<file path="src/rtl/hvd_pkg.sv">
// Shared types, widths and constant tables for the haversine distance pipeline.
package hvd_pkg;

   // Default iteration count of each CORDIC chain
   localparam int CORDIC_STEPS_DEF = 24;

   // Data widths
   localparam int DW  = 34;          // CORDIC datapath, signed Q30 with headroom
   localparam int HW  = 34;          // angle in half-units of 1e-7 degree
   localparam int PW  = 2 * DW;      // full product of two datapath words
   localparam int SW  = 62;          // square-root remainder and root
   localparam int SQRT_STEPS = 31;   // one root bit per cell, from bit 60 down

   // Angle constants, in units of 5e-8 degree
   localparam logic signed [HW-1:0] FULL_TURN_H    = 34'sd7200000000;
   localparam logic signed [HW-1:0] HALF_TURN_H    = 34'sd3600000000;
   localparam logic signed [HW-1:0] QUARTER_TURN_H = 34'sd1800000000;

   // Conversion of half-units to Q30 radians, as a Q62 factor
   localparam logic [31:0] HALFUNIT_TO_RAD_Q62 = 32'd4024455254;

   // Start gain of rotation mode, 0.60725293 in Q30
   localparam logic signed [DW-1:0] CORDIC_GAIN_Q30 = 34'sd652032874;

   localparam logic [60:0] ONE_Q60      = 61'd1 << 60;
   localparam logic [23:0] TWO_RADIUS_M = 24'd12742000;
   localparam logic [24:0] DIST_MAX     = 25'd20015087;

   // atan(2^-i) in Q30, rounded to nearest
   localparam logic [31:0] ATAN_TABLE [0:31] = '{
      32'd843314857, 32'd497837829, 32'd263043837, 32'd133525159,
      32'd67021687,  32'd33543516,  32'd16775851,  32'd8388437,
      32'd4194283,   32'd2097149,   32'd1048576,   32'd524288,
      32'd262144,    32'd131072,    32'd65536,     32'd32768,
      32'd16384,     32'd8192,      32'd4096,      32'd2048,
      32'd1024,      32'd512,       32'd256,       32'd128,
      32'd64,        32'd32,        32'd16,        32'd8,
      32'd4,         32'd2,         32'd1,         32'd1
   };

   // One CORDIC vector travelling down a chain
   typedef struct packed {
      logic signed [DW-1:0] x;
      logic signed [DW-1:0] y;
      logic signed [DW-1:0] z;
      logic                 neg_cos;
   } cordic_type;

   // One square-root lane: remainder and partial root
   typedef struct packed {
      logic [SW-1:0] rem;
      logic [SW-1:0] root;
   } sqrt_type;

endpackage

</file>
<file path="src/rtl/hvd_sqrt_cell.sv">
// One shift-subtract square-root step with its output register.
module hvd_sqrt_cell import hvd_pkg::*; #(
   parameter int POS = 0
) (
   input  logic     clock,
   input  logic     en,
   input  sqrt_type prev,
   output sqrt_type cur_ff
);

   localparam logic [SW-1:0] BIT = SW'(1) << (60 - 2 * POS);

   sqrt_type cur_in;
   logic [SW-1:0] trial;

   // Take the bit where the remainder allows
   always_comb begin
      trial = prev.root + BIT;
      if (prev.rem >= trial) begin
         cur_in.rem  = prev.rem - trial;
         cur_in.root = (prev.root >> 1) + BIT;
      end else begin
         cur_in.rem  = prev.rem;
         cur_in.root = prev.root >> 1;
      end
   end

   // Advance
   always_ff @(posedge clock) begin
      if (en) begin
         cur_ff <= cur_in;
      end
   end

endmodule

</file>
<file path="config.mk">
export PLATFORM = sky130hd
export DESIGN_NAME = hvd_sqrt_cell
export DESIGN_NICKNAME = d
export VERILOG_FILES = /design/src/rtl/hvd_pkg.sv /design/src/rtl/hvd_sqrt_cell.sv
export SDC_FILE = /design/constraint.sdc
export NUM_CORES = 1
export LEC_CHECK = 0
export ABC_AREA = 1
export BUFFER_PORTS_ARGS = -buffer_cell sky130_fd_sc_hd__buf_2
export CAP_MARGIN = 15
export CORE_UTILIZATION = 50
export CTS_BUF_LIST = sky130_fd_sc_hd__clkbuf_16
export CTS_CLUSTER_SIZE = 20
export DETAILED_ROUTE_END_ITERATION = 7
export PLACE_DENSITY = 0.75
export SETUP_SLACK_MARGIN = 0.4
export SLEW_MARGIN = 15
export SYNTH_ARGS = -nofsm -noshare
export SYNTH_HDL_FRONTEND = slang
export SYNTH_SLANG_ARGS = --single-unit
</file>
<file path="constraint.sdc">
create_clock -name clock -period 4.84 [get_ports clock]
set_input_delay 0.242 -clock clock [delete_from_list [all_inputs] [get_ports clock]]
set_output_delay 0.242 -clock clock [all_outputs]
set_load 0.02 [all_outputs]
</file>
==> flow_summary.yaml <==
worst_setup_path:
  crit_family: "simple AND/OR/NAND/NOR gates"
  required_ns: 5.00
  end_kind: "register"
  crit_fanout: 43
  cp_num_buf_inv: 5
  critPathLaunchType: "primary input"
  path_common_cell: "nand2_1"
  crit_chain: "dlygate4sd3_1 -> buf_2 -> inv_1 -> ha_1 -> nand2_1 -> nor2_1 -> nand2_1 -> inv_1 -> nand2_1 -> nand2_2 -> nand2_1 -> nand2_1 -> nand2_1 -> nand3_2 -> buf_4 -> o21ai_0"
  worstPathArrival_ns: 3.52
  critical-path-slowest-cell: "dlygate4sd3_1"
  worst_path_largest_cell_delay_ns: 0.52
  path_class: "primary input to register"
global_routing:
  grt_pass1_wl_mm: 54.48
  grt_start_max_net_pins: 54
  grt_pass1_vias: 10340
  track_usage: 0.3284
  grt-ovfl-total: 0
  antenna_found_initial: 0
min_path:
  hold-path-endpoint: "cur_ff[43]"
  hp-class: "primary input to register"
  min_from: "prev[44]"
  whs_path_depth: 1
power:
  ir_worst_vdd_v: 0.0002466
  p_leak_nw: 7.616
  total_power_mw: 4.040
  power_density_nw_per_um2: 304.7
synthesis:
  synthesis.nets: 1842
  yosys.area.top_type_share: 0.3471
  synth_top_area_cell: "edfxtp_1"
  synth_edf_count: 124
  ys_ff_latch: 124
  synthTopCellsByArea: "edfxtp_1 (35%), nand2_1 (22%), inv_1 (14%), ha_1 (7.2%), nand3_1 (5.6%)"
  synth_cell_types: 30
  synth_warnings: 0
  ys_seq_area_frac: 0.3471
  async_flop_share: 0
  netlist_instances: 1653
  syn-mean-instance-area_um2: 6.491
  netlist_area_um2: 10730
  synth_flop_cell: "edfxtp_1"
timing:
  finalHoldViolations: 0
  tightest_slew_ns: 0.7893
  fin_crit_sh: 0.6930
  fin_hold_ws_ns: 0.004321
  finalMaxSlewViolations: 0
  max_freq_mhz: 298.1
  period_needed_ns: 3.354
  grt_setup_unrepaired: "no"
  relSlewSlack: 0.4719
  tns_ns: 0
  finalSetupViolations: 0
drt:
  drcViolationCount: 0
  via_count: 11130
  totalWireLength_mm: 35.75
  met2_length_mm: 16.01
  routed.top_layer: "met4"
  detail_route.wl_per_cell_um: 15.98
  wl_met3_mm: 2.519
  drt-met1-wl_mm: 16.22
  drt_first_pass_iters: 7
  drt_iter0_drc: 929
  drtAntennaViolNets: 0
  viasPerCell: 4.972
floorplan:
  start_util: 0.5104
  rows: 53
  die_h_um: 148.5
  die_w_um: 148.5
  num_io_pins: 250
  coreArea_um2: 21020
  die-area_um2: 22050
place:
  post-place-cells: 2167
  place_hpwl_mm: 28.94
  port_buffers: 249
  gp_congestion: 0.9361
  place_area_um2: 12270
clock_tree:
  cts_tree: "done"
  post_cts_buffers: 0
  cts.sinks: 124
  cts.path.max_buffers: 2
  cts-root-buf: "clkbuf_16"
  clkTransAtPathRegs_ns: 0.06
  htreeDepth: 4
  cts_resized: 0
  cts_buffers: 17
finish:
  design_area_um2: 13260
  diodes: 0
  synthToLayoutAreaGrowth_pct: 23.57
  fillers: 1983
  largest-register: "cur_ff"
  layout_common_cells: "nand2_1 (642), inv_1 (399), buf_2 (248), edfxtp_1 (124), nand3_1 (119)"
  final_cell_count_no_fill: 2238
  final_nets: 2139
  reg_top3: "cur_ff: 124 flops"
  largest_register_ffs: 124
  layout_commonest_cell: "nand2_1"
  final_layout_size_suffix_gt1_frac: 0.1691
run:
  maxCapViolCount: 0
run_status:
  status: "finished clean"
## cells in the mapped netlist (3+ instances only)
cell type	n
and2_1	5
ha_1	62
edfxtp_1	124
buf_2	13
nand3_1	119
a21oi_1	38
nor2_2	10
inv_2	8
xor2_1	30
nor2_1	105
nand4_1	18
inv_1	398
o21ai_0	29
nand3_2	13
nand2_2	9
nor3_1	12
nor2_4	3
nand2_1	642
## where the power goes
group          leakage [nW]  internal [mW]  switching, mW  total (mW)
combinational          6.12          0.420          0.897        1.32
sequential             1.21           1.35         0.0307        1.38
clock                 0.287          0.809          0.537        1.35
## cells by family after synthesis
kind of cell             after synthesis  synth area share
AND/OR/NAND/NOR                      944            0.3692
buffers and inverters                421            0.1510
flip-flops                           124            0.3471
AO/OA/AOI/OAI                         69           0.03242
adder cells (fa/ha/maj)               63           0.07417
XOR/XNOR                              32           0.02612
## repair_timing
action | in CTS | in global routing
hold endpoints to repair | 39 | 0
hold buffers | 39 | 0
setup endpoints to repair | 0 | 0
## stage by stage
step / util / setup slack, ns
after global routing: 0.6307 / 1.302
after CTS: 0.6307 / 1.602
after floorplan: - / 2.641
after global placement: 0.5836 / 1.615
final: 0.6307 / 1.486
after detailed placement: 0.5836 / 1.510
## area by class of cell
class | count | area [um^2] | share of cell area
Inverter | 406 | 1524 | 0.1149
Timing Repair Buffer | 293 | 1677 | 0.1265
Clock buffer | 17 | 425.4 | 0.03209
Clock inverter | 15 | 173.9 | 0.01312
Sequential cell | 124 | 3724 | 0.2809
Multi-Input combinational cell | 1108 | 5390 | 0.4066
Tap cell | 275 | 344.1 | 0.02595
## worst max path at each step
stage              from          end  slack [ns]  depth (start not counted)
2_1_floorplan  prev[62]   cur_ff[60]        2.64                         18
3_3_place_gp    prev[0]  cur_ff[106]        1.61                         17
3_5_place_dp   prev[62]   cur_ff[81]        1.51                         17
4_1_cts         prev[3]   cur_ff[81]        1.60                         19
5_1_grt         prev[3]   cur_ff[78]        1.30                         19
6_report        prev[8]   cur_ff[81]        1.49                         16
## routing by layer
metal	track usage	vias to the layer above
met3	0.04417	48
met1	0.4512	4978
met4	0.1201	0
met5	0	-
met2	0.5259	475
li1	-	5627
Power figures use the tool's default switching activity.
