--- src/rtl/hvd_pkg.sv ---
// Shared types, widths and constant tables for the haversine distance pipeline.
package hvd_pkg;

   // Default iteration count of each CORDIC chain
   localparam int CORDIC_STEPS_DEF = 24;

   // Data widths
   localparam int DW  = 34;          // CORDIC datapath, signed Q30 with headroom
   localparam int HW  = 34;          // angle in half-units of 1e-7 degree
   localparam int PW  = 2 * DW;      // full product of two datapath words
   localparam int SW  = 62;          // square-root remainder and root
   localparam int SQRT_STEPS = 31;   // one root bit per cell, from bit 60 down

   // Angle constants, in units of 5e-8 degree
   localparam logic signed [HW-1:0] FULL_TURN_H    = 34'sd7200000000;
   localparam logic signed [HW-1:0] HALF_TURN_H    = 34'sd3600000000;
   localparam logic signed [HW-1:0] QUARTER_TURN_H = 34'sd1800000000;

   // Conversion of half-units to Q30 radians, as a Q62 factor
   localparam logic [31:0] HALFUNIT_TO_RAD_Q62 = 32'd4024455254;

   // Start gain of rotation mode, 0.60725293 in Q30
   localparam logic signed [DW-1:0] CORDIC_GAIN_Q30 = 34'sd652032874;

   localparam logic [60:0] ONE_Q60      = 61'd1 << 60;
   localparam logic [23:0] TWO_RADIUS_M = 24'd12742000;
   localparam logic [24:0] DIST_MAX     = 25'd20015087;

   // atan(2^-i) in Q30, rounded to nearest
   localparam logic [31:0] ATAN_TABLE [0:31] = '{
      32'd843314857, 32'd497837829, 32'd263043837, 32'd133525159,
      32'd67021687,  32'd33543516,  32'd16775851,  32'd8388437,
      32'd4194283,   32'd2097149,   32'd1048576,   32'd524288,
      32'd262144,    32'd131072,    32'd65536,     32'd32768,
      32'd16384,     32'd8192,      32'd4096,      32'd2048,
      32'd1024,      32'd512,       32'd256,       32'd128,
      32'd64,        32'd32,        32'd16,        32'd8,
      32'd4,         32'd2,         32'd1,         32'd1
   };

   // One CORDIC vector travelling down a chain
   typedef struct packed {
      logic signed [DW-1:0] x;
      logic signed [DW-1:0] y;
      logic signed [DW-1:0] z;
      logic                 neg_cos;
   } cordic_type;

   // One square-root lane: remainder and partial root
   typedef struct packed {
      logic [SW-1:0] rem;
      logic [SW-1:0] root;
   } sqrt_type;

endpackage

--- src/rtl/hvd_rot_cell.sv ---
// One rotation-mode CORDIC iteration with its output register.
module hvd_rot_cell import hvd_pkg::*; #(
   parameter int IDX = 0
) (
   input  logic       clock,
   input  logic       en,
   input  cordic_type prev,
   output cordic_type cur_ff
);

   localparam logic signed [DW-1:0] AT = DW'(ATAN_TABLE[IDX]);

   cordic_type cur_in;
   logic signed [DW-1:0] dx;
   logic signed [DW-1:0] dy;

   // Rotate towards zero residual angle
   always_comb begin
      dx = prev.y >>> IDX;
      dy = prev.x >>> IDX;
      cur_in.neg_cos = prev.neg_cos;
      if (prev.z >= 0) begin
         cur_in.x = prev.x - dx;
         cur_in.y = prev.y + dy;
         cur_in.z = prev.z - AT;
      end else begin
         cur_in.x = prev.x + dx;
         cur_in.y = prev.y - dy;
         cur_in.z = prev.z + AT;
      end
   end

   // Advance
   always_ff @(posedge clock) begin
      if (en) begin
         cur_ff <= cur_in;
      end
   end

endmodule

--- config.mk ---
export PLATFORM = sky130hd
export DESIGN_NAME = hvd_rot_cell
export DESIGN_NICKNAME = d
export VERILOG_FILES = /design/src/rtl/hvd_pkg.sv /design/src/rtl/hvd_rot_cell.sv
export SDC_FILE = /design/constraint.sdc
export NUM_CORES = 1
export LEC_CHECK = 0
export BUFFER_PORTS_ARGS = -buffer_cell sky130_fd_sc_hd__clkbuf_2
export CELL_PAD_IN_SITES_DETAIL_PLACEMENT = 1
export CELL_PAD_IN_SITES_GLOBAL_PLACEMENT = 1
export CORE_MARGIN = 3
export CORE_UTILIZATION = 46
export DETAILED_ROUTE_END_ITERATION = 6
export PLACE_DENSITY = 0.92
export SLEW_MARGIN = 10
export SYNTH_ARGS = -nofsm -noshare
export SYNTH_HDL_FRONTEND = slang
export SYNTH_SLANG_ARGS = --single-unit
--- constraint.sdc ---
create_clock -name clock -period 8.05 [get_ports clock]
set_input_delay 0.4025 -clock clock [delete_from_list [all_inputs] [get_ports clock]]
set_output_delay 0.4025 -clock clock [all_outputs]
set_load 0.1 [all_outputs]
==> run summary <==
DRT iter0 DRCs = 976
Clock root cell = clkbuf_16
Synth Register Bits = 102
Final Max Slew Viols = 0
Synth async-reset ratio = 0%
Fin crit share = 71.0%
Rows = 55
CTS clock-pin slew for the worst setup and hold paths = 0.08 ns
RSZ-0062 raised after global routing = false
Final layout net count = 1659
Htree depth = 3
Final number of setup-violating endpoints = 0
Final wirelength = 36.7 mm
Post-layout util = 53.5%
I/O Pins = 208
First-pass GRT wire length = 56.9 mm
CP Launch Type = input port
Cell Area, Placed = 0.0118 mm2
DRC viols = 0
Unique masters post-synth = 74
Initial antenna violation count = 0
Die height = 158 um
Seq/Total Area, Yosys = 28.8%
Via density = 6.13
Pre-CTS setup slack = 1.99 ns
Hold buffer count at CTS = 0
Fmax = 0.175 GHz
Hold Fails Final Rpt = 0
IO Port Bufs = 207
Top Registers = cur_ff: 102 flops
CP Data Arrival Time = 5.82 ns
Via count = 10500
Yosys warns = 0
VDD IR max = 0.000114 V
CTS tree = done
Power, Total = 2630 uW
Layout overhead on the synthesized area = 14.1%
Synth Flop Type = edfxtp_1
Drt pass-1 iters = 6
Share of post-route cells with drive strength above 1 = 17.4%
Measured slew at the worst slew-check pin = 1.02 ns
Post-Syn Area per Cell = 8.54 um2
Max reg flops = 102
Number of flops mapped to enable cells by yosys = 102
Synth Cell Area = 0.0106 mm2
GR Util All Layers = 28.7%
Die area = 0.0250 mm2
Detail Placement HPWL = 29.3 mm
Maxcap violations = 0
Design Area, Final = 0.0121 mm2
Relative slew slack = 31.5%
Gr ovfl total = 0
Mapped Nets = 1487
Type of the worst setup path = in -> reg
Worst setup EP type = flip-flop
Core Footprint = 0.0227 mm2
Post-CTS sizing = 0
PwrDens = 217 mW/mm2
Req. time, crit path = 8.15 ns
Status = finished, final reports clean
# diodes = 0
Number of global-route vias before repair = 10700
Clock sink total = 102
Gpl congestion = 0.940
Post-CTS Repair Setup Buffers = 0
Starting density of the core = 46.9%
Syn Inst Count = 1246
Clock tree buffer depth = 2
WL/cell = 21.5 um
Leak Pwr = 0.00548 uW
Crit path time final = 5.72 ns
Setup TNS = 0 ns
Largest net degree at the start of global routing = 71
Most flops, register = cur_ff
Num CTS Buffers = 9
Die width = 158 um
Number of routed nets with antenna violations = 0
Setup slack after layout = 2.33 ns
HP Class = in -> reg
Worst-path fanout max = 60
==> final cells by class <==
class | instances | area (um2)
Fill cell | 2810 | 10600
Multi-Input combinational cell | 980 | 6930
Timing Repair Buffer | 210 | 1060
Clock buffer | 10 | 229
Tap cell | 285 | 357
Sequential cell | 102 | 3060
Clock inverter | 6 | 67.6
Inverter | 115 | 432
==> power breakdown <==
group	internal, uW	total, uW	leakage (uW)	switching, uW
registers	705	737	0.000999	31.7
logic	311	1430	0.00434	1120
clock network	244	470	0.000141	225
total	1260	2630	0.00548	1370
==> routing by layer <==
metal | wire length, um | up-vias | track usage, %
li1 | - | 4844 | -
met1 | 15400 | 5083 | 37.3
met2 | 17800 | 466 | 49.0
met3 | 2560 | 85 | 4.13
met4 | 1010 | 0 | 9.46
met5 | 0 | - | 0
==> cells in the mapped netlist (7+ instances only) <==
cell type	number	area (um2)
a21oi_1	139	696
ha_1	132	1650
inv_1	113	424
nor2_1	109	409
edfxtp_1	102	3060
o21ai_0	81	405
xnor2_1	74	648
nand2_1	64	240
a21o_1	39	293
o21bai_1	34	255
nand2b_1	26	163
clkbuf_1	24	90.1
nor3_1	22	110
a31oi_1	18	113
nand3_1	17	85.1
xor2_1	17	149
a211oi_1	15	113
buf_2	14	70.1
nand4_1	12	75.1
nor2b_1	12	75.1
nor4_1	12	75.1
o211ai_1	12	90.1
mux2i_1	10	100
o31ai_1	10	75.1
and3_1	9	56.3
buf_1	8	30.0
o22ai_1	7	43.8
==> critical path, stage by stage <==
cell and delay (ns):
clkbuf_2 0.11, inv_1 0.09, ha_1 0.19, nor4b_1 0.30
nand4_1 0.14, nor4_1 0.32, and4_1 0.27, nand2b_2 0.60
inv_2 0.40, buf_4 0.46, ha_1 0.45, nand2_1 0.20
nor3_1 0.09, a221o_1 0.31, a21o_1 0.19, a221o_1 0.40
o31ai_1 0.37, o311a_1 0.23, o21bai_1 0.08, xor2_1 0.17
==> cells in the final DEF, fill, tap and decap left out, types with 10 or more instances in the layout <==
| cell type | instances |
|---|---|
| a211oi_1 | 15 |
| a21o_1 | 39 |
| a21oi_1 | 139 |
| a31oi_1 | 18 |
| clkbuf_2 | 206 |
| edfxtp_1 | 102 |
| ha_1 | 132 |
| inv_1 | 113 |
| mux2i_1 | 10 |
| nand2_1 | 64 |
| nand2b_1 | 25 |
| nand3_1 | 17 |
| nand4_1 | 12 |
| nor2_1 | 109 |
| nor2b_1 | 12 |
| nor3_1 | 22 |
| nor4_1 | 12 |
| o211ai_1 | 12 |
| o21ai_0 | 81 |
| o21bai_1 | 34 |
| o31ai_1 | 10 |
| xnor2_1 | 74 |
| xor2_1 | 17 |
==> worst paths after layout <==
path | startpoint | cells after the start | to
max | prev[34] | 20 | cur_ff[34]$_DFFE_PP_
min | prev[0] | 1 | cur_ff[0]$_DFFE_PP_
==> per-stage QoR <==
stage	hold slack (ns)	instances
after global placement	0.583	1692
after CTS	0.204	1708
after global routing	0.214	1708
after detailed placement	0.582	1692
after floorplan	0.501	1246
final	0.216	1708
==> cells by family after synthesis <==
logic type / after synthesis / synth area share [%]
flip-flops: 102 / 28.8
adder cells (fa/ha/maj): 136 / 16.3
XOR/XNOR: 91 / 7.49
buffers and inverters: 164 / 6.08
AO/OA/AOI/OAI: 423 / 25.6
multiplexers: 11 / 1.05
AND/OR/NAND/NOR: 319 / 14.7
No activity file was read; power rests on OpenSTA's default activity.
