==> src/rtl/hvd_pkg.sv <==
// Shared types, widths and constant tables for the haversine distance pipeline.
package hvd_pkg;

   // Default iteration count of each CORDIC chain
   localparam int CORDIC_STEPS_DEF = 24;

   // Data widths
   localparam int DW  = 34;          // CORDIC datapath, signed Q30 with headroom
   localparam int HW  = 34;          // angle in half-units of 1e-7 degree
   localparam int PW  = 2 * DW;      // full product of two datapath words
   localparam int SW  = 62;          // square-root remainder and root
   localparam int SQRT_STEPS = 31;   // one root bit per cell, from bit 60 down

   // Angle constants, in units of 5e-8 degree
   localparam logic signed [HW-1:0] FULL_TURN_H    = 34'sd7200000000;
   localparam logic signed [HW-1:0] HALF_TURN_H    = 34'sd3600000000;
   localparam logic signed [HW-1:0] QUARTER_TURN_H = 34'sd1800000000;

   // Conversion of half-units to Q30 radians, as a Q62 factor
   localparam logic [31:0] HALFUNIT_TO_RAD_Q62 = 32'd4024455254;

   // Start gain of rotation mode, 0.60725293 in Q30
   localparam logic signed [DW-1:0] CORDIC_GAIN_Q30 = 34'sd652032874;

   localparam logic [60:0] ONE_Q60      = 61'd1 << 60;
   localparam logic [23:0] TWO_RADIUS_M = 24'd12742000;
   localparam logic [24:0] DIST_MAX     = 25'd20015087;

   // atan(2^-i) in Q30, rounded to nearest
   localparam logic [31:0] ATAN_TABLE [0:31] = '{
      32'd843314857, 32'd497837829, 32'd263043837, 32'd133525159,
      32'd67021687,  32'd33543516,  32'd16775851,  32'd8388437,
      32'd4194283,   32'd2097149,   32'd1048576,   32'd524288,
      32'd262144,    32'd131072,    32'd65536,     32'd32768,
      32'd16384,     32'd8192,      32'd4096,      32'd2048,
      32'd1024,      32'd512,       32'd256,       32'd128,
      32'd64,        32'd32,        32'd16,        32'd8,
      32'd4,         32'd2,         32'd1,         32'd1
   };

   // One CORDIC vector travelling down a chain
   typedef struct packed {
      logic signed [DW-1:0] x;
      logic signed [DW-1:0] y;
      logic signed [DW-1:0] z;
      logic                 neg_cos;
   } cordic_type;

   // One square-root lane: remainder and partial root
   typedef struct packed {
      logic [SW-1:0] rem;
      logic [SW-1:0] root;
   } sqrt_type;

endpackage

==> src/rtl/hvd_vec_cell.sv <==
// One vectoring-mode CORDIC iteration with its output register.
module hvd_vec_cell import hvd_pkg::*; #(
   parameter int IDX = 0
) (
   input  logic       clock,
   input  logic       en,
   input  cordic_type prev,
   output cordic_type cur_ff
);

   localparam logic signed [DW-1:0] AT = DW'(ATAN_TABLE[IDX]);

   cordic_type cur_in;
   logic signed [DW-1:0] dx;
   logic signed [DW-1:0] dy;

   // Rotate the vector towards the x axis, accumulate the angle
   always_comb begin
      dx = prev.y >>> IDX;
      dy = prev.x >>> IDX;
      cur_in.neg_cos = prev.neg_cos;
      if (prev.y >= 0) begin
         cur_in.x = prev.x + dx;
         cur_in.y = prev.y - dy;
         cur_in.z = prev.z + AT;
      end else begin
         cur_in.x = prev.x - dx;
         cur_in.y = prev.y + dy;
         cur_in.z = prev.z - AT;
      end
   end

   // Advance
   always_ff @(posedge clock) begin
      if (en) begin
         cur_ff <= cur_in;
      end
   end

endmodule

==> config.mk <==
export PLATFORM = sky130hd
export DESIGN_NAME = hvd_vec_cell
export DESIGN_NICKNAME = d
export VERILOG_FILES = /design/src/rtl/hvd_pkg.sv /design/src/rtl/hvd_vec_cell.sv
export SDC_FILE = /design/constraint.sdc
export NUM_CORES = 1
export LEC_CHECK = 0
export ABC_AREA = 1
export BUFFER_PORTS_ARGS = -buffer_cell sky130_fd_sc_hd__clkbuf_2
export CAP_MARGIN = 20
export CORE_AREA = 2 2 157 159
export CTS_BUF_LIST = sky130_fd_sc_hd__clkbuf_4
export DETAILED_ROUTE_END_ITERATION = 10
export DIE_AREA = 0 0 159 161
export PLACE_DENSITY = 0.85
export SLEW_MARGIN = 20
export SYNTH_ARGS = -nofsm -noshare
export SYNTH_HDL_FRONTEND = slang
export SYNTH_SLANG_ARGS = --single-unit
==> constraint.sdc <==
create_clock -name clock -period 2.7 [get_ports clock]
set_input_delay 0.54 -clock clock [delete_from_list [all_inputs] [get_ports clock]]
set_output_delay 0.54 -clock clock [all_outputs]
set_load 0.01 [all_outputs]
==> results of run 1 <==
power by group through the flow:
stage / registers (mW) / clock network, mW / logic (mW)
after floorplan: 2.26 / 0 / 1.62
after global placement: 2.14 / 0 / 2.98
after detailed placement: 2.15 / 0 / 3.03
after CTS: 2.11 / 1.01 / 3.04
after global routing: 2.13 / 1.05 / 3.40
final: 2.11 / 1.00 / 3.09
stage by stage:
step	TNS (ns)	hold slack, ns	cell area [um^2]	setup WS [ns]
after floorplan	0	0.6389	12700	0.08678
after global placement	-0.6535	0.7170	15310	-0.1060
after detailed placement	-1.551	0.7207	15310	-0.1506
after CTS	0	0.1670	15480	0.4251
after global routing	0	0.1743	15480	0.1879
final	0	0.1982	15480	0.3800
worst paths after layout:
| check | to | start | slack [ns] | cells after the start |
|---|---|---|---|---|
| worst max-delay path | cur_ff[80] | prev[43] | 0.38 | 12 |
| worst min-delay path | cur_ff[0] | prev[0] | 0.20 | 1 |
cells in the mapped netlist (2+ instances only):
cell type	n
buf_1	4
o21ai_1	11
a21oi_2	3
edfxtp_1	102
nand2_2	13
clkbuf_1	12
buf_2	26
nand3_1	179
a31oi_1	7
o21a_1	6
xor2_2	2
inv_2	7
nand3b_1	5
o22ai_1	8
a21o_1	3
or2_2	3
nand3_2	2
nand4_1	21
buf_12	2
buf_4	5
nor2_1	200
nor2_2	16
ha_1	114
inv_1	304
nor2_4	7
o21ai_0	109
buf_6	2
nor3_1	24
nand2_1	615
o211ai_1	3
xor2_1	41
a21oi_1	134
o21bai_1	24
fa_1	3
nor4_1	4
a21boi_0	3
layout make-up:
type,instances,share of cell area
multi-input combinational,1565,0.5282
timing repair buffer,397,0.1610
sequential,102,0.1978
clock buffer,9,0.004364
clock inverter,7,0.006626
inverter,312,0.07564
antenna,1,0.0001616
tap,324,0.02618
metal layers:
| metal | GRT usage | up-vias | share of wire |
|---|---|---|---|
| li1 | - | 7243 | - |
| met1 | 0.4511 | 6686 | 0.42 |
| met2 | 0.5955 | 701 | 0.47 |
| met3 | 0.02825 | 104 | 0.074 |
| met4 | 0.1483 | 0 | 0.042 |
| met5 | 0 | - | 0 |
kinds of logic (layout without fill, tap and decap cells):
kind of cell               after synthesis  count (layout)  share of synthesized area
and+or+nand+nor                       1092            1092                     0.3621
buffers and inverters                  363             725                     0.1150
AOI/OAI and AO/OA                      312             312                     0.1333
adders and majority gates              117             117                     0.1170
DFF                                    102             102                     0.2411
xor gates and xnor gates                44              44                    0.03152
other                                    0               1                          0
==> metrics.md, run 1 <==
| Metric | Value |
|---|---|
| Status | `finished, final reports clean` |
| Routability cong. | `0.9641` |
| First-pass GRT wire length | `70610 um` |
| Vias/cell | `5.423` |
| Top Family by Delay on Critical Path | `simple AND/OR/NAND/NOR gates` |
| Peak supply drop | `0.2343 mV` |
| Clock net sink count | `102` |
| Slowest-stage cell, CP | `ha_1` |
| Layout cells sized above 1 | `0.1961` |
| Largest register by flop count | `cur_ff` |
| Buffers inserted by post-CTS timing repair | `0` |
| PwrDens | `401.0 nW/um^2` |
| Synthesized area | `12700 um^2` |
| Most common cell after layout, fill and taps aside | `nand2_1` |
| Fill count | `2325` |
| DRC | `0` |
| Critical path arrival | `2.55 ns` |
| Crit-path max cell delay | `0.46 ns` |
| Die area | `25600 um^2` |
| Gr usage total | `0.3466` |
| Final Slew Violations | `0` |
| Die span in y | `161 um` |
| Mean Syn Cell Area | `6.258 um^2` |
| Site row count | `57` |
| Distinct cells, synth | `42` |
| FMAX | `431.0 MHz` |
| DR iter-0 viols | `1339` |
| Seq cells post-synth | `102` |
| Commonest cells after routing, fill and taps aside | `nand2_1, inv_1, clkbuf_2` |
| Total gr overflow | `0` |
| Final Hold Fails | `0` |
| Routed WL | `44880 um` |
| Routed len/inst | `16.52 um` |
| Drt pass-1 iters | `8` |
| Max reg flops | `102` |
| Root buf cell | `clkbuf_4` |
| Unrepaired setup endpoints after global routing | `no` |
| Clock power frac | `0.161` |
| ANT nets after route | `0` |
| Antenna violations before repair | `1` |
| CP max FO | `9` |
| Worst-path clk slew | `0.20 ns` |
| Sequential cell area | `3063 um^2` |
| Cell Chain, Critical Path | `clkbuf_2 > inv_1 > ha_1 > nand2_1 > buf_4 > nor2_1 > inv_1 > nor3_1 > nand2_1 > nand2_1 > xor2_1 > o21ai_0` |
| Area leader, netlist | `edfxtp_1` |
| Multi-input combinational cell area | `8179 um^2` |
| Ranking of synthesized cells by area | `edfxtp_1, nand2_1, ha_1` |
| CTS tree | `built` |
| Critical path class | `primary input to flop` |
| Max cap viols | `0` |
| Area added between synthesis and finish | `21.89%` |
| Mapped Nets | `2252` |
| Critical Path Sink Type | `flop` |
| Slew @ Worst Pin | `0.8291 ns` |
| IO Port Bufs | `207` |
| Share of the synthesized area in the top cell type | `0.2411` |
| Logic pwr share | `0.498` |
| Hpwl dp | `37870 um` |
| Final Setup Violations | `0` |
| Placeable Area | `23960 um^2` |
| Critical path required time | `2.93 ns` |
| Final net count | `2609` |
| Reg power frac | `0.340` |
| Tcrit/Tclk final | `0.8592` |
| Die Span X | `159 um` |
| CP Buf/Inv Count | `4` |
| Routed vias | `14734` |
| Critical Path Source Type | `primary input` |
| Cell count after synthesis | `2030` |
| Layout Utilization | `0.6461` |
| NetSw | `2.696 mW` |
| Cell-internal power | `3.512 mW` |
| Post-cts hold buffer count | `0` |
| Largest net degree at the start of global routing | `71` |
| Registers with the most flip-flops | `cur_ff (102)` |
| H-Tree Depth | `3` |
| Number of enable flip-flop cells after synthesis | `102` |
| Total power | `6.209 mW` |
| Most frequent CP cell | `nand2_1` |
| Vias in the first global route | `14272` |
| Sequential fraction of the synthesis area | `0.2411` |
| Number of clock buffers inserted by TritonCTS | `9` |
| Sw frac | `0.4343` |
| Post-CTS sizing | `0` |
| Ports | `208` |
| Fin crit period | `2.320 ns` |
| Slew margin rel. | `0.4473` |
| CTS max path bufs | `2` |
| YS warnings | `0` |
| Initial Utilization | `0.5301` |
| FFs w/ async S/R, synth | `0` |
| Commonest register cell after synthesis | `edfxtp_1` |
| P_leak | `8.314 nW` |
| Non-filler cells in the finished layout | `2717` |
| Placed Cells | `2700` |
| Worst Hold Class | `primary input to flop` |
Power figures use the tool's default switching activity.
==> run 2: changes to the inputs <==
BUFFER_PORTS_ARGS = unset   (was -buffer_cell sky130_fd_sc_hd__clkbuf_2)
CORE_AREA = 2 2 229 231   (was 2 2 157 159)
DIE_AREA = 0 0 231 233   (was 0 0 159 161)
DONT_BUFFER_PORTS = 1   (was unset)
PLACE_DENSITY = 0.45   (was 0.85)
==> metrics.md, run 2 (synthesis results as in run 1) <==
| Metric | Value |
|---|---|
| Status | `finished, final reports clean` |
| ANT nets after route | `0 (unchanged)` |
| Final Slew Violations | `0 (unchanged)` |
| Root buf cell | `clkbuf_4` |
| Peak supply drop | `0.1703 mV (-27%)` |
| Critical Path Source Type | `primary input` |
| Largest register by flop count | `cur_ff` |
| CTS tree | `built` |
| Largest net degree at the start of global routing | `101 (+42%)` |
| Hold Path End | `cur_ff[33]` |
| Cell Chain, Critical Path | `inv_2 > ha_1 > a21oi_1 > o21ai_0 > a21oi_1 > nor2_1 > nor2_1 > nand2_1 > nand2_1 > nand2_1` |
| Initial Utilization | `0.2486 (-0.2815)` |
| Non-filler cells in the finished layout | `2793 (+2.8%)` |
| Most frequent CP cell | `nand2_1` |
| CTS max path bufs | `2 (unchanged)` |
| Commonest cells after routing, fill and taps aside | `nand2_1, inv_1, nor2_1` |
| Post-CTS sizing | `0 (unchanged)` |
| Ports | `208 (unchanged)` |
| Routability cong. | `0.9389 (-2.6%)` |
| First-pass GRT wire length | `75630 um (+7.1%)` |
| Layout cells sized above 1 | `0.08681 (-0.1093)` |
| Vias/cell | `4.750 (-12%)` |
| Total gr overflow | `0 (unchanged)` |
| DRC | `0 (unchanged)` |
| Worst Hold Class | `primary input to flop` |
| Unrepaired setup endpoints after global routing | `no` |
| Layout Utilization | `0.2795 (-0.3667)` |
| Tcrit/Tclk final | `0.7774 (-0.08184)` |
| Slew @ Worst Pin | `0.7690 ns (-0.06007 ns)` |
| Registers with the most flip-flops | `cur_ff (102)` |
| Critical path required time | `3.08 ns (+0.15 ns)` |
| Crit-path max cell delay | `0.37 ns (-0.09 ns)` |
| Max cap viols | `0 (unchanged)` |
| FMAX | `476.4 MHz (+11%)` |
| H-Tree Depth | `3 (unchanged)` |
| Routed vias | `13267 (-10%)` |
| PwrDens | `400.7 nW/um^2 (about the same)` |
| Clock net sink count | `102 (unchanged)` |
| Final net count | `2325 (-11%)` |
| Number of clock buffers inserted by TritonCTS | `9 (unchanged)` |
| Die area | `53820 um^2 (+110%)` |
| Area added between synthesis and finish | `12.40%` |
| Design area | `14280 um^2 (-7.8%)` |
| Die span in y | `233 um (+45%)` |
| Final worst slack | `0.6010 ns (+0.2210 ns)` |
| Routed len/inst | `17.96 um (+8.7%)` |
| Slowest-stage cell, CP | `ha_1` |
| Hold_sp | `en` |
| Routed WL | `50150 um (+12%)` |
| Reg power frac | `0.404 (+0.064)` |
| Antenna violations before repair | `2 (+1)` |
| Post-cts hold buffer count | `2 (+2)` |
| P_leak | `7.065 nW (-15%)` |
| Hpwl dp | `41670 um (+10%)` |
| NetSw | `2.591 mW (-3.9%)` |
| Final Setup Violations | `0 (unchanged)` |
| Vias in the first global route | `13279 (-7.0%)` |
| Critical path arrival | `2.48 ns (-0.07 ns)` |
| Clock power frac | `0.162 (about the same)` |
| IO Port Bufs | `0 (-100%)` |
| Cell-internal power | `3.131 mW (-11%)` |
| Final Hold Fails | `0 (unchanged)` |
| Sw frac | `0.4528 (+0.01854)` |
| Logic pwr share | `0.434 (-0.064)` |
| Fin crit period | `2.099 ns (-0.2210 ns)` |
| Setup slack at placement | `-0.01834 ns (+0.1323 ns)` |
| Placed Cells | `2770 (+2.6%)` |
| Placeable Area | `51090 um^2 (+110%)` |
| Slew margin rel. | `0.4873 (+0.04005)` |
| Gr usage total | `0.1859 (-0.1607)` |
| Most common cell after layout, fill and taps aside | `nand2_1` |
| Worst-path clk slew | `0.17 ns (-0.03 ns)` |
| Critical Path Sink Type | `flop` |
| Total power | `5.722 mW (-7.8%)` |
| Critical path class | `primary input to flop` |
| Die Span X | `231 um (+45%)` |
| Site row count | `83 (+46%)` |
| Placed cell areas | `14100 um^2 (-7.9%)` |
| DR iter-0 viols | `840 (-37%)` |
| Max reg flops | `102 (unchanged)` |
| Buffers inserted by post-CTS timing repair | `0 (unchanged)` |
| WHS Path Cells | `0 (-1)` |
| Drt pass-1 iters | `5 (-3)` |
| CP max FO | `100 (+91)` |
run 2: cell count changes in the layout (fill, tap and decap cells not counted):
cell	before	now
buf_4	190	111
clkinv_1	1	2
clkinv_4	2	1
inv_6	0	2
buf_16	0	1
buf_12	2	0
dlygate4sd3_1	0	1
clkbuf_2	205	0
clkinv_8	2	0
inv_8	2	3
bufinv_16	1	0
diode_2	1	5
run 2: worst max-delay path by stage:
stage                  start         end
floorplan           prev[68]  cur_ff[30]
global placement    prev[35]  cur_ff[67]
detailed placement  prev[35]  cur_ff[67]
CTS                 prev[35]  cur_ff[67]
global route        prev[60]  cur_ff[98]
finish              prev[68]  cur_ff[26]
run 2: critical path: cells and delay by family:
family	cells	cell delay, ns
adder cells (fa/ha/maj)	1	0.37
AO/OA/AOI/OAI	3	0.72
buffers and inverters	1	0.33
AND/OR/NAND/NOR	5	0.44
run 2: power groups by stage:
| stage | clock network (mW) | logic, mW | registers (mW) |
|---|---|---|---|
| final | 0.927 | 2.48 | 2.31 |
| after global routing | 1.06 | 2.79 | 2.34 |
| after CTS | 1.02 | 2.47 | 2.33 |
| after detailed placement | 0 | 2.43 | 2.36 |
| after global placement | 0 | 2.42 | 2.37 |
| after floorplan | 0 | 1.62 | 2.26 |
run 2: final cells by class:
class                           instances  area (um^2)
Sequential cell                       102         3063
Timing Repair Buffer                  113        870.8
Clock buffer                            9        67.56
Inverter                              312         1171
Antenna cell                            5        12.51
Fill cell                            5777        36820
Multi-Input combinational cell       1565         8179
Clock inverter                          7        63.81
Tap cell                              680        850.8
run 2: metal layers:
metal,share of wire,GRT usage,up-vias
li1,-,-,6677
met1,0.44,0.2291,6091
met2,0.47,0.3239,441
met3,0.069,0.04277,58
met4,0.022,0.04940,0
met5,0,0,-
run 2: per-stage QoR:
step                hold slack (ns)  setup TNS [ns]
floorplan                    0.6389               0
global placement             0.6389        -0.03953
detailed placement           0.6389        -0.05093
CTS                         0.01305               0
global route               -0.01235               0
finish                      0.08235               0
